==> src/sv/tci_pkg.sv <==
// Shared constants, codes and helpers for the text command interpreter.
// No dependencies; imported by text_command_interpreter_core.
package tci_pkg;

  // Receive text buffer depth; one slot is reserved for the terminator.
  localparam int unsigned BufferSize = 32;
  localparam int unsigned CntW       = $clog2(BufferSize);

  localparam int unsigned ScaleW = 10;
  localparam int unsigned DutyW  = 7;
  localparam int unsigned CmpW   = 16;
  localparam int unsigned ProdW  = DutyW + ScaleW;

  localparam logic [ScaleW-1:0] ScaleReset = ScaleW'(10);
  localparam logic [DutyW-1:0]  DutyReset  = DutyW'(50);
  localparam logic [DutyW-1:0]  DutyMax    = DutyW'(100);
  localparam logic [DutyW-1:0]  DutySat    = DutyW'(101);

  localparam logic [7:0] ChEnd     = 8'h21;  // '!'
  localparam logic [7:0] ChPercent = 8'h25;  // '%'
  localparam logic [7:0] ChZero    = 8'h30;  // '0'
  localparam logic [7:0] ChNine    = 8'h39;  // '9'
  localparam logic [7:0] ChNul     = 8'h00;

  // Candidate bit positions
  localparam int unsigned CandOn     = 0;
  localparam int unsigned CandOff    = 1;
  localparam int unsigned CandStatus = 2;
  localparam int unsigned CandPwm    = 3;

  typedef enum logic [2:0] {
    RESP_NONE   = 3'd0,
    RESP_ON     = 3'd1,
    RESP_OFF    = 3'd2,
    RESP_STATUS = 3'd3,
    RESP_PWM    = 3'd4,
    RESP_ERROR  = 3'd5
  } resp_e;

  function automatic logic [7:0] upcase(input logic [7:0] c);
    if (c >= 8'h61 && c <= 8'h7a) begin
      return c - 8'h20;
    end
    return c;
  endfunction

  // Expected characters of each command word by position; zero past the end.
  function automatic logic [7:0] word_on_char(input logic [CntW-1:0] pos);
    unique case (pos)
      CntW'(0): return 8'h4f;  // O
      CntW'(1): return 8'h4e;  // N
      default:  return ChNul;
    endcase
  endfunction

  function automatic logic [7:0] word_off_char(input logic [CntW-1:0] pos);
    unique case (pos)
      CntW'(0): return 8'h4f;  // O
      CntW'(1): return 8'h46;  // F
      CntW'(2): return 8'h46;  // F
      default:  return ChNul;
    endcase
  endfunction

  function automatic logic [7:0] word_status_char(input logic [CntW-1:0] pos);
    unique case (pos)
      CntW'(0): return 8'h53;  // S
      CntW'(1): return 8'h54;  // T
      CntW'(2): return 8'h41;  // A
      CntW'(3): return 8'h54;  // T
      CntW'(4): return 8'h55;  // U
      CntW'(5): return 8'h53;  // S
      default:  return ChNul;
    endcase
  endfunction

  function automatic logic [7:0] word_pwm_char(input logic [CntW-1:0] pos);
    unique case (pos)
      CntW'(0): return 8'h50;  // P
      CntW'(1): return 8'h57;  // W
      CntW'(2): return 8'h4d;  // M
      CntW'(3): return 8'h3a;  // :
      default:  return ChNul;
    endcase
  endfunction

endpackage

==> src/sv/text_command_interpreter_core.sv <==
// Text command interpreter: byte-wise ON/OFF/STATUS/PWM:n! recognizer.
// Accepted bytes pass the input register, then the result register;
// throughput one byte per cycle while the output is not stalled, set by
// the single parse pass between the two registers. Reset is asynchronous,
// active low: LED off, duty 50, scale 10, parse cleared. Depends on tci_pkg.
module text_command_interpreter_core (
  input  logic                        clk_i,
  input  logic                        rst_ni,
  input  logic                        cfg_we_i,
  input  logic [tci_pkg::ScaleW-1:0]  cfg_wdata_i,
  input  logic                        in_valid_i,
  output logic                        in_ready_o,
  input  logic [7:0]                  rx_byte_i,
  output logic                        out_valid_o,
  input  logic                        out_ready_i,
  output logic [2:0]                  response_o,
  output logic                        led_on_o,
  output logic [tci_pkg::DutyW-1:0]   duty_percent_o,
  output logic [tci_pkg::CmpW-1:0]    compare_value_o
);
  import tci_pkg::*;

  logic              s1_valid_q;
  logic [7:0]        s1_byte_q;
  logic              advance;

  logic [ScaleW-1:0] scale_q;
  logic [CntW-1:0]   cnt_q, cnt_d;
  logic              led_q, led_d;
  logic [DutyW-1:0]  duty_q, duty_d;
  logic [3:0]        cand_q, cand_d;
  logic [DutyW-1:0]  digit_q, digit_d;
  logic              dseen_q, dseen_d;
  logic              pseen_q, pseen_d;
  logic              tbad_q, tbad_d;
  logic              ended_q, ended_d;
  resp_e             resp_d;

  logic              out_valid_q;
  resp_e             resp_q;
  logic              led_out_q;
  logic [DutyW-1:0]  duty_out_q;
  logic [CmpW-1:0]   cmp_q, cmp_d;

  logic [7:0]        up;
  logic [10:0]       acc;
  logic [ProdW-1:0]  prod;

  assign advance    = s1_valid_q && (!out_valid_q || out_ready_i);
  assign in_ready_o = !s1_valid_q || advance;

  always_ff @(posedge clk_i or negedge rst_ni) begin
    if (!rst_ni) begin
      s1_valid_q <= 1'b0;
    end else if (in_ready_o) begin
      s1_valid_q <= in_valid_i;
    end
  end

  always_ff @(posedge clk_i) begin
    if (in_valid_i && in_ready_o) begin
      s1_byte_q <= rx_byte_i;
    end
  end

  always_ff @(posedge clk_i or negedge rst_ni) begin
    if (!rst_ni) begin
      scale_q <= ScaleReset;
    end else if (cfg_we_i) begin
      scale_q <= cfg_wdata_i;
    end
  end

  assign up  = upcase(s1_byte_q);
  assign acc = 11'(digit_q) * 11'd10 + 11'(s1_byte_q - ChZero);

  always_comb begin
    cnt_d   = cnt_q;
    led_d   = led_q;
    duty_d  = duty_q;
    cand_d  = cand_q;
    digit_d = digit_q;
    dseen_d = dseen_q;
    pseen_d = pseen_q;
    tbad_d  = tbad_q;
    ended_d = ended_q;
    resp_d  = RESP_NONE;
    if (s1_byte_q == ChEnd) begin
      priority if (cand_q[CandOn] && cnt_q == CntW'(2)) begin
        led_d  = 1'b1;
        resp_d = RESP_ON;
      end else if (cand_q[CandOff] && cnt_q == CntW'(3)) begin
        led_d  = 1'b0;
        resp_d = RESP_OFF;
      end else if (cand_q[CandStatus] && cnt_q == CntW'(6)) begin
        resp_d = RESP_STATUS;
      end else if (cand_q[CandPwm] && cnt_q >= CntW'(4) && dseen_q && !tbad_q
                   && digit_q <= DutyMax) begin
        duty_d = digit_q;
        resp_d = RESP_PWM;
      end else begin
        resp_d = RESP_ERROR;
      end
      // clear parse for the next command
      cnt_d   = '0;
      cand_d  = '1;
      digit_d = '0;
      dseen_d = 1'b0;
      pseen_d = 1'b0;
      tbad_d  = 1'b0;
      ended_d = 1'b0;
    end else if (!ended_q && cnt_q < CntW'(BufferSize - 1)) begin
      if (s1_byte_q == ChNul) begin
        ended_d = 1'b1;
      end else begin
        if (up != word_on_char(cnt_q))     cand_d[CandOn]     = 1'b0;
        if (up != word_off_char(cnt_q))    cand_d[CandOff]    = 1'b0;
        if (up != word_status_char(cnt_q)) cand_d[CandStatus] = 1'b0;
        if (cnt_q < CntW'(4)) begin
          if (up != word_pwm_char(cnt_q)) cand_d[CandPwm] = 1'b0;
        end else if (!tbad_q) begin
          priority if (pseen_q) begin
            tbad_d = 1'b1;
          end else if (s1_byte_q >= ChZero && s1_byte_q <= ChNine) begin
            digit_d = (acc > 11'(DutyMax)) ? DutySat : acc[DutyW-1:0];
            dseen_d = 1'b1;
          end else if (s1_byte_q == ChPercent) begin
            pseen_d = 1'b1;
          end else begin
            tbad_d = 1'b1;
          end
        end
        cnt_d = cnt_q + CntW'(1);
      end
    end
  end

  assign prod  = ProdW'(duty_d) * ProdW'(scale_q);
  assign cmp_d = !led_d ? '0 :
                 (prod > ProdW'({CmpW{1'b1}})) ? '1 : prod[CmpW-1:0];

  always_ff @(posedge clk_i or negedge rst_ni) begin
    if (!rst_ni) begin
      cnt_q   <= '0;
      led_q   <= 1'b0;
      duty_q  <= DutyReset;
      cand_q  <= '1;
      digit_q <= '0;
      dseen_q <= 1'b0;
      pseen_q <= 1'b0;
      tbad_q  <= 1'b0;
      ended_q <= 1'b0;
    end else if (advance) begin
      cnt_q   <= cnt_d;
      led_q   <= led_d;
      duty_q  <= duty_d;
      cand_q  <= cand_d;
      digit_q <= digit_d;
      dseen_q <= dseen_d;
      pseen_q <= pseen_d;
      tbad_q  <= tbad_d;
      ended_q <= ended_d;
    end
  end

  always_ff @(posedge clk_i or negedge rst_ni) begin
    if (!rst_ni) begin
      out_valid_q <= 1'b0;
    end else if (advance) begin
      out_valid_q <= 1'b1;
    end else if (out_ready_i) begin
      out_valid_q <= 1'b0;
    end
  end

  always_ff @(posedge clk_i) begin
    if (advance) begin
      resp_q     <= resp_d;
      led_out_q  <= led_d;
      duty_out_q <= duty_d;
      cmp_q      <= cmp_d;
    end
  end

  assign out_valid_o     = out_valid_q;
  assign response_o      = resp_q;
  assign led_on_o        = led_out_q;
  assign duty_percent_o  = duty_out_q;
  assign compare_value_o = cmp_q;

  // Result register reflects the state committed with it
  a_led_track: assert property (@(posedge clk_i) disable iff (!rst_ni)
    out_valid_q |-> (led_out_q == led_q && duty_out_q == duty_q))
    else $error("result register out of step with stored state");

  a_cmp_off: assert property (@(posedge clk_i) disable iff (!rst_ni)
    (out_valid_q && !led_out_q) |-> (cmp_q == '0))
    else $error("compare value nonzero with LED off");

  a_duty_range: assert property (@(posedge clk_i) disable iff (!rst_ni)
    duty_q <= DutyMax)
    else $error("stored duty above 100");

  a_clear_on_end: assert property (@(posedge clk_i) disable iff (!rst_ni)
    (advance && s1_byte_q == ChEnd) |=> (cnt_q == '0 && cand_q == '1))
    else $error("parse not cleared after terminator");

endmodule

==> config.mk <==
export PLATFORM = sky130hd
export DESIGN_NAME = text_command_interpreter_core
export DESIGN_NICKNAME = d
export VERILOG_FILES = /design/src/sv/tci_pkg.sv /design/src/sv/text_command_interpreter_core.sv
export SDC_FILE = /design/constraint.sdc
export NUM_CORES = 1
export LEC_CHECK = 0
export BUFFER_PORTS_ARGS = -buffer_cell sky130_fd_sc_hd__buf_2
export CAP_MARGIN = 10
export CORE_MARGIN = 2
export CORE_UTILIZATION = 32
export DETAILED_ROUTE_END_ITERATION = 8
export GPL_TIMING_DRIVEN = 0
export PLACE_DENSITY = 0.58
export SLEW_MARGIN = 20
export SYNTH_ARGS = -nofsm -noshare
export SYNTH_HDL_FRONTEND = slang
export SYNTH_SLANG_ARGS = --single-unit
==> constraint.sdc <==
create_clock -name clk_i -period 19.7 [get_ports clk_i]
set_input_delay 1.97 -clock clk_i [delete_from_list [all_inputs] [get_ports clk_i]]
set_output_delay 1.97 -clock clk_i [all_outputs]
set_load 0.02 [all_outputs]
**Word-level counts from Yosys, hierarchy flattened**

Cells that the tools add are included.

- Register bits: 75
- Input bits: 23
- Output and inout port bits: 29
- Logic and storage cells: 178

- Add/subtract/negate cells: 4
- Multiply operators: 2
- $lt $le $gt $ge: 10
- Equality and inequality tests: 16
- Muxes and demuxes: 80
- Bitwise gates (word level): 1
- Reductions and logical operators: 43

Operators by type and width:

| kind | number |
|---|---|
| $mux 8 | 15 |
| $mux 7 | 13 |
| $pmux 7 s4 | 2 |
| $mux 1 | 39 |
| $ne 8x8->1 | 4 |
| $pmux 7 s2 | 2 |
| $reduce_bool 2->1 | 9 |
| $gt 17x16->1 const B | 1 |
| $mul 7x10->17 | 1 |
| $eq 8x6->1 const B | 2 |
| $mux 16 | 1 |
| $reduce_and 4->1 | 4 |
| $eq 5x3->1 const B | 3 |
| $mux 5 | 3 |
| $logic_and 1x1->1 | 12 |
| $mux 4 | 3 |
| $add 11x11->11 | 1 |
| $gt 11x7->1 const B | 1 |
| $eq 5x2->1 const B | 2 |
| $mul 7x3->10 const B | 1 |
| $reduce_and 5->1 | 2 |
| $sub 8x6->9 const B | 1 |
| $ge 8x6->1 const B | 1 |
| $ge 8x7->1 const B | 1 |
| other kinds (21) | 32 |

**Longest topological paths before layout**

Gate-level depths: netlist of run 1.

- Depth after elaboration: 13
- Mapped depth: 27

**Worst setup path after synthesis of run 1**

Ideal clock, no wire load.

- Kind: register to register
- Start point: reg cnt_q[0]
- End point: reg cmp_q[10], in the netlist compare_value_o[10] (data pin)
- Arrival time: 6.182 ns
- Slack: 13.248 ns
- Cell stages (with the launch flop): 26
- Buffers on the path: 3
- Clock period less this slack: 6.452 ns
- Cell sequence: dfrtp_1 -> inv_1 -> ha_1 -> clkbuf_1 -> nor2b_1 -> nand3_1 -> nor3b_2 -> nand2_1 -> mux2_2 -> buf_2 -> and2_1 -> fa_1 -> fa_1 -> fa_1 -> inv_1 -> fa_1 -> inv_1 -> ha_1 -> or3_1 -> o21bai_1 -> a21oi_1 -> o31ai_1 -> a21oi_1 -> xnor2_1 -> clkbuf_1 -> a21oi_1

- Cells in the longest elaborated chain, start to end: 13
- Elaborated cells on any way between the ends: 22
- Classes of those cells: 1 x mul; 2 x order compare; 3 x eq/ne; 9 x mux; 7 x reduce/logical

Ends and longest elaborated chain:

| what | RTL line | text |
|---|---|---|
| start, declared | text_command_interpreter_core.sv:28 | `logic [CntW-1:0] cnt_q, cnt_d;` |
| start signal, assigned | text_command_interpreter_core.sv:154 | `cnt_q <= cnt_d;` |
| $ge 5x3->1 | text_command_interpreter_core.sv:97 | `end else if (cand_q[CandPwm] && cnt_q >= CntW'(4) && dseen_q && !tbad_q` |
| $logic_and 1x1->1 (3 in a row) | text_command_interpreter_core.sv:97 |  |
| $logic_and 1x1->1 | text_command_interpreter_core.sv:98 | `&& digit_q <= DutyMax) begin` |
| $mux 7 | text_command_interpreter_core.sv:97 |  |
| $mux 7 | text_command_interpreter_core.sv:95 | `end else if (cand_q[CandStatus] && cnt_q == CntW'(6)) begin` |
| $mux 7 | text_command_interpreter_core.sv:92 | `end else if (cand_q[CandOff] && cnt_q == CntW'(3)) begin` |
| $mux 7 (*) | text_command_interpreter_core.sv:89 | `priority if (cand_q[CandOn] && cnt_q == CntW'(2)) begin` |
| $mux 7 (*) | text_command_interpreter_core.sv:88 | `if (s1_byte_q == ChEnd) begin` |
| via duty_d[5] | text_command_interpreter_core.sv:30 | `logic [DutyW-1:0] duty_q, duty_d;` |
| $mul 7x10->17 (*) | text_command_interpreter_core.sv:138 | `assign prod = ProdW'(duty_d) * ProdW'(scale_q);` |
| $gt 17x16->1 | text_command_interpreter_core.sv:140 | `(prod > ProdW'({CmpW{1'b1}})) ? '1 : prod[CmpW-1:0];` |
| $mux 16 (*) | text_command_interpreter_core.sv:140 |  |
| end signal, assigned | text_command_interpreter_core.sv:181 | `cmp_q <= cmp_d;` |
| end, declared | text_command_interpreter_core.sv:43 | `logic [CmpW-1:0] cmp_q, cmp_d;` |

Mark *: on every way through the listed nets, which the timed path passes. The rest lies on a longest branch.
A chain may end at the register's enable or synchronous reset.

**Final worst setup path of run 1**

- Start point: reg s1_byte_q[4]
- End point: reg cmp_q[11], in the netlist compare_value_o[11] (data pin)

- Cells in the longest elaborated chain, start to end: 5
- Elaborated cells on any way between the ends: 6
- Classes of those cells: 1 x mul; 1 x order compare; 1 x eq/ne; 3 x mux

Ends and longest elaborated chain:

| what | RTL line | text |
|---|---|---|
| start, declared | text_command_interpreter_core.sv:24 | `logic [7:0] s1_byte_q;` |
| start signal, assigned | text_command_interpreter_core.sv:62 | `s1_byte_q <= rx_byte_i;` |
| $eq 8x6->1 (*) | text_command_interpreter_core.sv:88 |  |
| $mux 7 (*) | text_command_interpreter_core.sv:88 |  |
| via duty_d[4] | text_command_interpreter_core.sv:30 |  |
| $mul 7x10->17 (*) | text_command_interpreter_core.sv:138 |  |
| $gt 17x16->1 | text_command_interpreter_core.sv:140 |  |
| $mux 16 (*) | text_command_interpreter_core.sv:140 |  |

Marks and branches as above.

==> results of run 1 <==
==> kinds of logic (layout without fill, tap and decap cells) <==
family	after synthesis	in the layout
muxes	19	19
buffers and inverters	88	154
AOI/OAI and AO/OA	146	146
xor gates and xnor gates	34	34
and+or+nand+nor	227	227
DFF	75	75
adders and majority gates	104	104
==> power by group through the flow <==
stage               sequential (mW)  clock [mW]  combinational [mW]
floorplan                     0.204           0               0.363
finish                        0.202       0.186               0.461
global route                  0.206       0.195               0.539
detailed placement            0.205           0               0.460
CTS                           0.202       0.189               0.467
global placement              0.205           0               0.462
==> sequential cells by signal, summed over array words and instances (netlist names) <==
name	cells
scale_q	10
s1_valid_q	1
pseen_q	1
compare_value_o	16
cand_q	4
s1_byte_q	8
duty_q	7
led_q	1
dseen_q	1
out_valid_o	1
cnt_q	5
tbad_q	1
duty_percent_o	7
led_on_o	1
response_o	3
ended_q	1
digit_q	7
==> per-stage QoR <==
stage          hold WS, ns  std cells  area, um^2   util  power [mW]
2_1_floorplan        0.440        693        6660      -       0.567
6_report             0.473       1029        7570  0.373       0.850
5_1_grt              0.504       1029        7570  0.373       0.940
3_3_place_gp         0.454       1013        7240  0.357       0.667
3_5_place_dp         0.459       1013        7250  0.357       0.666
4_1_cts              0.474       1029        7570  0.373       0.858
==> metal layers <==
layer / share of wire / wire (um) / GRT usage / up-vias
met4: 0.012 / 178 / 0.0405 / 0
met5: 0 / 0 / 0 / -
met1: 0.50 / 7470 / 0.211 / 2490
li1: - / - / - / 2523
met3: 0.037 / 546 / 0.0209 / 13
met2: 0.45 / 6610 / 0.222 / 82
==> cells in the mapped netlist, drive strengths merged (14+ instances only) <==
master,number
a21oi,47
nor2,47
mux2,14
and2,32
edfxtp,35
dfrtp,31
clkbuf,14
xnor2,25
inv,63
ha,63
nand2,51
nor3,14
nor2b,34
o21ai,44
fa,41
==> worst paths after layout <==
check	startpoint	cells after the start	slack [ns]	end
max in group asynchronous	rst_ni	1	17.40	duty_q[0]$_DFFE_PN0P_
hold reg to reg	duty_q[0]$_DFFE_PN0P_	2	0.47	duty_q[0]$_DFFE_PN0P_
min in group asynchronous	rst_ni	1	1.74	cnt_q[0]$_DFFE_PN0P_
setup reg to reg	s1_byte_q[4]$_DFFE_PP_	24	12.07	compare_value_o[11]$_SDFFCE_PN0P_
setup / recovery	s1_byte_q[4]$_DFFE_PP_	24	12.07	compare_value_o[11]$_SDFFCE_PN0P_
hold / removal	duty_q[0]$_DFFE_PN0P_	2	0.47	duty_q[0]$_DFFE_PN0P_
==> area by class of cell <==
| class | count | area, um^2 | area share |
|---|---|---|---|
| well taps | 270 | 338 | 0.0446 |
| multi-input cells | 530 | 4230 | 0.559 |
| inverters | 64 | 241 | 0.0319 |
| clock buffers | 11 | 243 | 0.0321 |
| plain buffers | 24 | 120 | 0.0159 |
| repair buffers | 50 | 250 | 0.0330 |
| clock inverters | 5 | 83.8 | 0.0111 |
| flip-flops and latches | 75 | 2060 | 0.272 |
==> tightest hold or removal path, stage by stage (launching register included) <==
cell,delay [ns]
dfrtp_1,0.34
nand2_1,0.05
nand2_1,0.05
==> out/metrics.yaml, run 1 <==
outcome:
  status: "finished, final reports clean"
setup_path:
  cp_max_fo: 10
  worstPathCellList: "inv_1 -> ha_1 -> and4bb_2 -> nand2_1 -> nor3b_2 -> nand2_1 -> mux2_2 -> buf_2 -> and2_1 -> fa_1 -> fa_1 -> fa_1 -> inv_1 -> fa_1 -> inv_1 -> ha_1 -> o21ai_0 -> a21oi_1 -> a21oi_1 -> o31ai_1 -> a21oi_1 -> xnor2_1 -> clkbuf_1 -> a21oi_1"
  critPathLaunchType: "flip-flop"
  slowest_stage: "xnor2_1"
  path_buf_inv: 5
  crit_family: "adder cells"
  crit_required_ns: 19.78
  arrival_ns: 7.71
  cpPeakStageDelay_ns: 0.64
  cp-end-kind: "flip-flop"
  worstSetupPathType: "reg2reg"
timing:
  tightestPinTransition_ns: 0.882
  period_share: 0.387
  worst_slack_ns: 12.07
  finalHoldViolCount: 0
  tns_ns: 0
  rsz0062_at_grt: "no"
  setup_viol: 0
  post-route-min-period_ns: 7.63
  slew_headroom: 0.412
  maxSlewViolCount: 0
  fmax_ghz: 0.131
  skew_ns: 0.00575
job:
  cap_violations: 0
clocking:
  worstSkewPairLatency_ns: 0.35
  cts_buffers: 9
  cts_sinks: 75
  clk_pin_slew_ns: 0.06
  cts.repair.resized: 0
  cts_setup_buffers: 0
  cts_buffer_depth: 2
  cts-root-buf: "clkbuf_16"
  cts_hold_buffers: 0
  cts_tree: "yes"
  htreeDepth: 3
detailed_routing:
  drc: 0
  drtAntennaViolNets: 0
  wl_per_cell_um: 14.4
  vias_per_cell: 4.96
  postRouteWirelength_um: 14800
  firstDrtPassIters: 4
  drt_iter0_markers: 276
  vias: 5108
floorplan:
  num_rows: 52
  die_x_um: 148
  core-area_um2: 20300
  ioPinCount: 52
  die_h_um: 148
  start_util: 0.328
  dieArea_um2: 22000
power:
  p_leak_nw: 3.39
  p_clk_frac: 0.219
  vdd_drop_max_v: 0.0000552
  p_per_area_nw_per_um2: 112
  seq_power_share: 0.238
  power.switching_mw: 0.357
  power_frac_comb: 0.543
  p_sw_frac: 0.420
  internal_power_mw: 0.493
final_layout:
  layout_common_cells: "inv_1, ha_1, buf_2"
  fill_cells: 2106
  diodes: 0
  drive_gt1_frac: 0.152
  syn2layout_area_growth_pct: 13.8
  final_nets: 881
place:
  portBuffers: 50
  place_hpwl_um: 11400
  place_congestion: 0.853
  pre_cts_slack_ns: 12.10
synthesis:
  avgSynthCellArea_um2: 9.61
  synth-main-ff-cell: "edfxtp_1"
  yosys_warnings: 0
  synth_edf_count: 35
  ys_types: 75
  ys_seq_elements: 75
  synth_compound_area_frac: 0.134
  synth_top_family_by_area: "adder cells"
  synth_area_leader_cell: "edfxtp_1"
  syn_nets: 820
  synth_cells: 693
  netlist_area_um2: 6660
  synth_xor_area_frac: 0.0447
  muxShareOfSynthArea: 0.0312
  synth-adder-area-share: 0.242
  yosys-top-cells-area: "edfxtp_1, fa_1, ha_1, dfrtp_1, dfstp_2"
  yosysSeqAreaShare: 0.310
  yosysTopAreaCellShare: 0.158
  synthSimpleGateAreaFrac: 0.184
  ys_async_sr_fraction: 0.533
hold_path:
  hold_class: "reg2reg"
global_route:
  grt_pass1_vias: 5063
  grt_pass1_wl_um: 25600
  overflow: 0
  antenna_found_initial: 0
  grtUsageTotal: 0.144
  grt_max_degree: 41
(Power assumes the default switching activity.)
==> inputs of run 2 (changes only) <==
--- a/config.mk
+++ b/config.mk
@@ -11,7 +11,7 @@
 export CORE_UTILIZATION = 32
 export DETAILED_ROUTE_END_ITERATION = 8
 export GPL_TIMING_DRIVEN = 0
-export PLACE_DENSITY = 0.58
+export PLACE_DENSITY = 0.6
 export SLEW_MARGIN = 20
 export SYNTH_ARGS = -nofsm -noshare
 export SYNTH_HDL_FRONTEND = slang
==> constraint.sdc (replaced) <==
create_clock -name clk_i -period 6.5 [get_ports clk_i]
set_input_delay 0.65 -clock clk_i [delete_from_list [all_inputs] [get_ports clk_i]]
set_output_delay 0.65 -clock clk_i [all_outputs]
set_load 0.02 [all_outputs]
==> run 2 against run 1 <==
Against the previous run: flip-flop and latch count did not move; clock power rose to 2.8 times the previous value; critical endpoint is now compare_value_o[5]$_SDFFCE_PN0P_; sequential power rose to 3.1 times the previous value; utilization rose by 1.5 points; fmax rose by 21%; non-clock buffer count rose by 11; die area did not move; via count rose by 1.9%; global-route usage rose by 0.60 points; hold slack got worse by 0.039 ns; count of clock-buffer cells in the layout rose by 1.
==> out/metrics.yaml, run 2 (same netlist as run 1, synthesis figures left out) <==
final_layout:
  largest_register_ffs: 16  # unchanged
  fill_cells: 2056  # was 2106
  diodes: 0  # unchanged
  syn2layout_area_growth_pct: 18.2  # was 13.8%
  drive_gt1_frac: 0.201  # was 0.152
  multi_input_area_um2: 4410  # was 4230 um^2
  final_cell_area_um2: 7870  # was 7570 um^2
  final_common_cell: "inv_1"
  stdcell_count: 1040  # was 1029
  final_nets: 892  # was 881
  layout_common_cells: "inv_1, ha_1, buf_2"  # unchanged
  regArea_um2: 2060  # about the same
global_route:
  grt_max_degree: 41  # unchanged
  overflow: 0  # unchanged
  grtUsageTotal: 0.150  # was 0.144
  grt_pass1_wl_um: 26500  # was 25600 um
  grt_pass1_vias: 5293  # was 5063
  antenna_found_initial: 0  # unchanged
place:
  portBuffers: 50  # unchanged
  dpl_cell_area_um2: 7250  # unchanged
  dp_cells: 1013  # unchanged
  place_hpwl_um: 11700  # was 11400 um
  place_congestion: 0.848  # was 0.853
detailed_routing:
  firstDrtPassIters: 5  # was 4
  drt_iter0_markers: 290  # was 276
  vias: 5203  # was 5108
  vias_per_cell: 5.00  # was 4.96
  drtAntennaViolNets: 0  # unchanged
  wl_per_cell_um: 15.1  # was 14.4 um
  drc: 0  # unchanged
  postRouteWirelength_um: 15700  # was 14800 um
floorplan:
  die_x_um: 148  # unchanged
  num_rows: 52  # unchanged
  dieArea_um2: 22000  # unchanged
  core-area_um2: 20300  # unchanged
  start_util: 0.328  # unchanged
  die_h_um: 148  # unchanged
  ioPinCount: 52  # unchanged
timing:
  slew_headroom: 0.399  # was 0.412
  tns_ns: 0  # unchanged
  tightestPinTransition_ns: 0.901  # was 0.882 ns
  maxSlewViolCount: 0  # unchanged
  setup_viol: 0  # unchanged
  skew_ns: 0.0119  # was 0.00575 ns
  period_share: 0.971  # was 0.387
  finalHoldViolCount: 0  # unchanged
  post-route-min-period_ns: 6.31  # was 7.63 ns
  fmax_ghz: 0.159  # was 0.131 GHz
clocking:
  cts_buffers: 9  # unchanged
  htreeDepth: 3  # unchanged
  clk_pin_slew_ns: 0.06  # about the same
  cts_tree: "yes"  # unchanged
  cts_hold_buffers: 0  # unchanged
  worstSkewPairLatency_ns: 0.35  # about the same
  cts-root-buf: "clkbuf_16"  # unchanged
  cts_buffer_depth: 2  # unchanged
  cts_sinks: 75  # unchanged
setup_path:
  reg2reg_setup_slack_ns: 0.19  # was 12.07 ns
  ff2ff_path_depth: 25  # was 24
  worstSetupPathType: "reg2reg"  # unchanged
  cp_max_fo: 10  # unchanged
  critPathLaunchType: "flip-flop"  # unchanged
  arrival_ns: 6.37  # was 7.71 ns
  critPathMostFrequentCell: "fa_1"
  crit_end: "compare_value_o[5]$_SDFFCE_PN0P_"  # was compare_value_o[11]$_SDFFCE_PN0P_
  cp-end-kind: "flip-flop"  # unchanged
  crit_required_ns: 6.56  # was 19.78 ns
  reg2reg_to: "compare_value_o[5]$_SDFFCE_PN0P_"  # was compare_value_o[11]$_SDFFCE_PN0P_
  startpoint: "s1_byte_q[4]$_DFFE_PP_"  # unchanged
  slowest_stage: "fa_1"  # was xnor2_1
  r2r_start: "s1_byte_q[4]$_DFFE_PP_"  # unchanged
  cpPeakStageDelay_ns: 0.55  # was 0.64 ns
hold_path:
  hold_class: "in2async"  # was reg2reg
job:
  cap_violations: 0  # unchanged
outcome:
  status: "finished, final reports clean"  # unchanged
power:
  p_leak_nw: 3.51  # was 3.39 nW
  p_per_area_nw_per_um2: 343  # was 112 nW/um^2
  finalPower_mw: 2.70  # was 0.850 mW
  vdd_drop_max_v: 0.000180  # was 0.0000552 V
==> run 2: changes by cell type in the layout (fill, tap and decap cells not counted), moves of 3 or more <==
cell / delta
mux2_4: +3
ha_2: +5
mux2i_4: +3
mux2_2: -3
buf_2: -6
ha_1: -6
buf_6: +7
buf_4: +12
a21oi_2: +4
a21oi_1: -4
mux2i_1: -3
==> run 2: final cells by class <==
class / instances / share of cell area
buffer: 22 / 0.0199
clock buffer: 12 / 0.0328
clock inverter: 4 / 0.00620
inverter: 64 / 0.0307
multi-input combinational: 530 / 0.560
sequential: 75 / 0.262
tap: 270 / 0.0429
timing repair buffer: 63 / 0.0452
==> run 2: report_power, final <==
part	leakage [nW]	internal, mW	switching (mW)
clock network	0.152	0.321	0.209
logic	2.54	0.680	0.869
registers	0.825	0.556	0.0652
==> run 2: worst min-delay path by stage <==
stage,to,slack [ns]
finish,s1_valid_q$_DFFE_PN0N_,0.43
global route,s1_byte_q[2]$_DFFE_PP_,0.47
CTS,scale_q[5]$_DFFE_PN0P_,0.46
detailed placement,duty_q[0]$_DFFE_PN0P_,0.47
global placement,duty_q[0]$_DFFE_PN0P_,0.45
floorplan,cnt_q[0]$_DFFE_PN0P_,0.35
==> run 2: what timing repair did <==
item / CTS / global route
cloned: 1 / 0
endpoints found under the setup margin: 16 / 16
gates resized for setup: 25 / 37
pin swaps: 5 / 11
setup buffers: 10 / 2
==> run 2: critical path: cells and delay by family, from the launching register on <==
kind                       cells  cell delay (ns)
and+or+nand+nor                6             1.33
buffers and inverters          6             0.61
AOI/OAI and AO/OA              5             0.73
DFF                            1             0.41
xor gates and xnor gates       1             0.14
muxes                          1             0.37
adders and majority gates      6             2.43
==> run 2: stage by stage <==
step / hold WS, ns / setup WS (ns) / utilization
after floorplan: 0.354 / 0.0479 / -
after global placement: 0.454 / -1.20 / 0.357
after detailed placement: 0.472 / -1.21 / 0.357
after CTS: 0.457 / 0.00443 / 0.381
after global routing: 0.467 / -0.0290 / 0.388
final: 0.434 / 0.191 / 0.388
==> run 2: metal layers <==
layer | share of wire | track usage | vias to the layer above
met5 | 0 | 0 | -
met4 | 0.0089 | 0.0348 | 0
met3 | 0.041 | 0.0282 | 13
met2 | 0.45 | 0.234 | 117
met1 | 0.50 | 0.217 | 2525
li1 | - | - | 2548
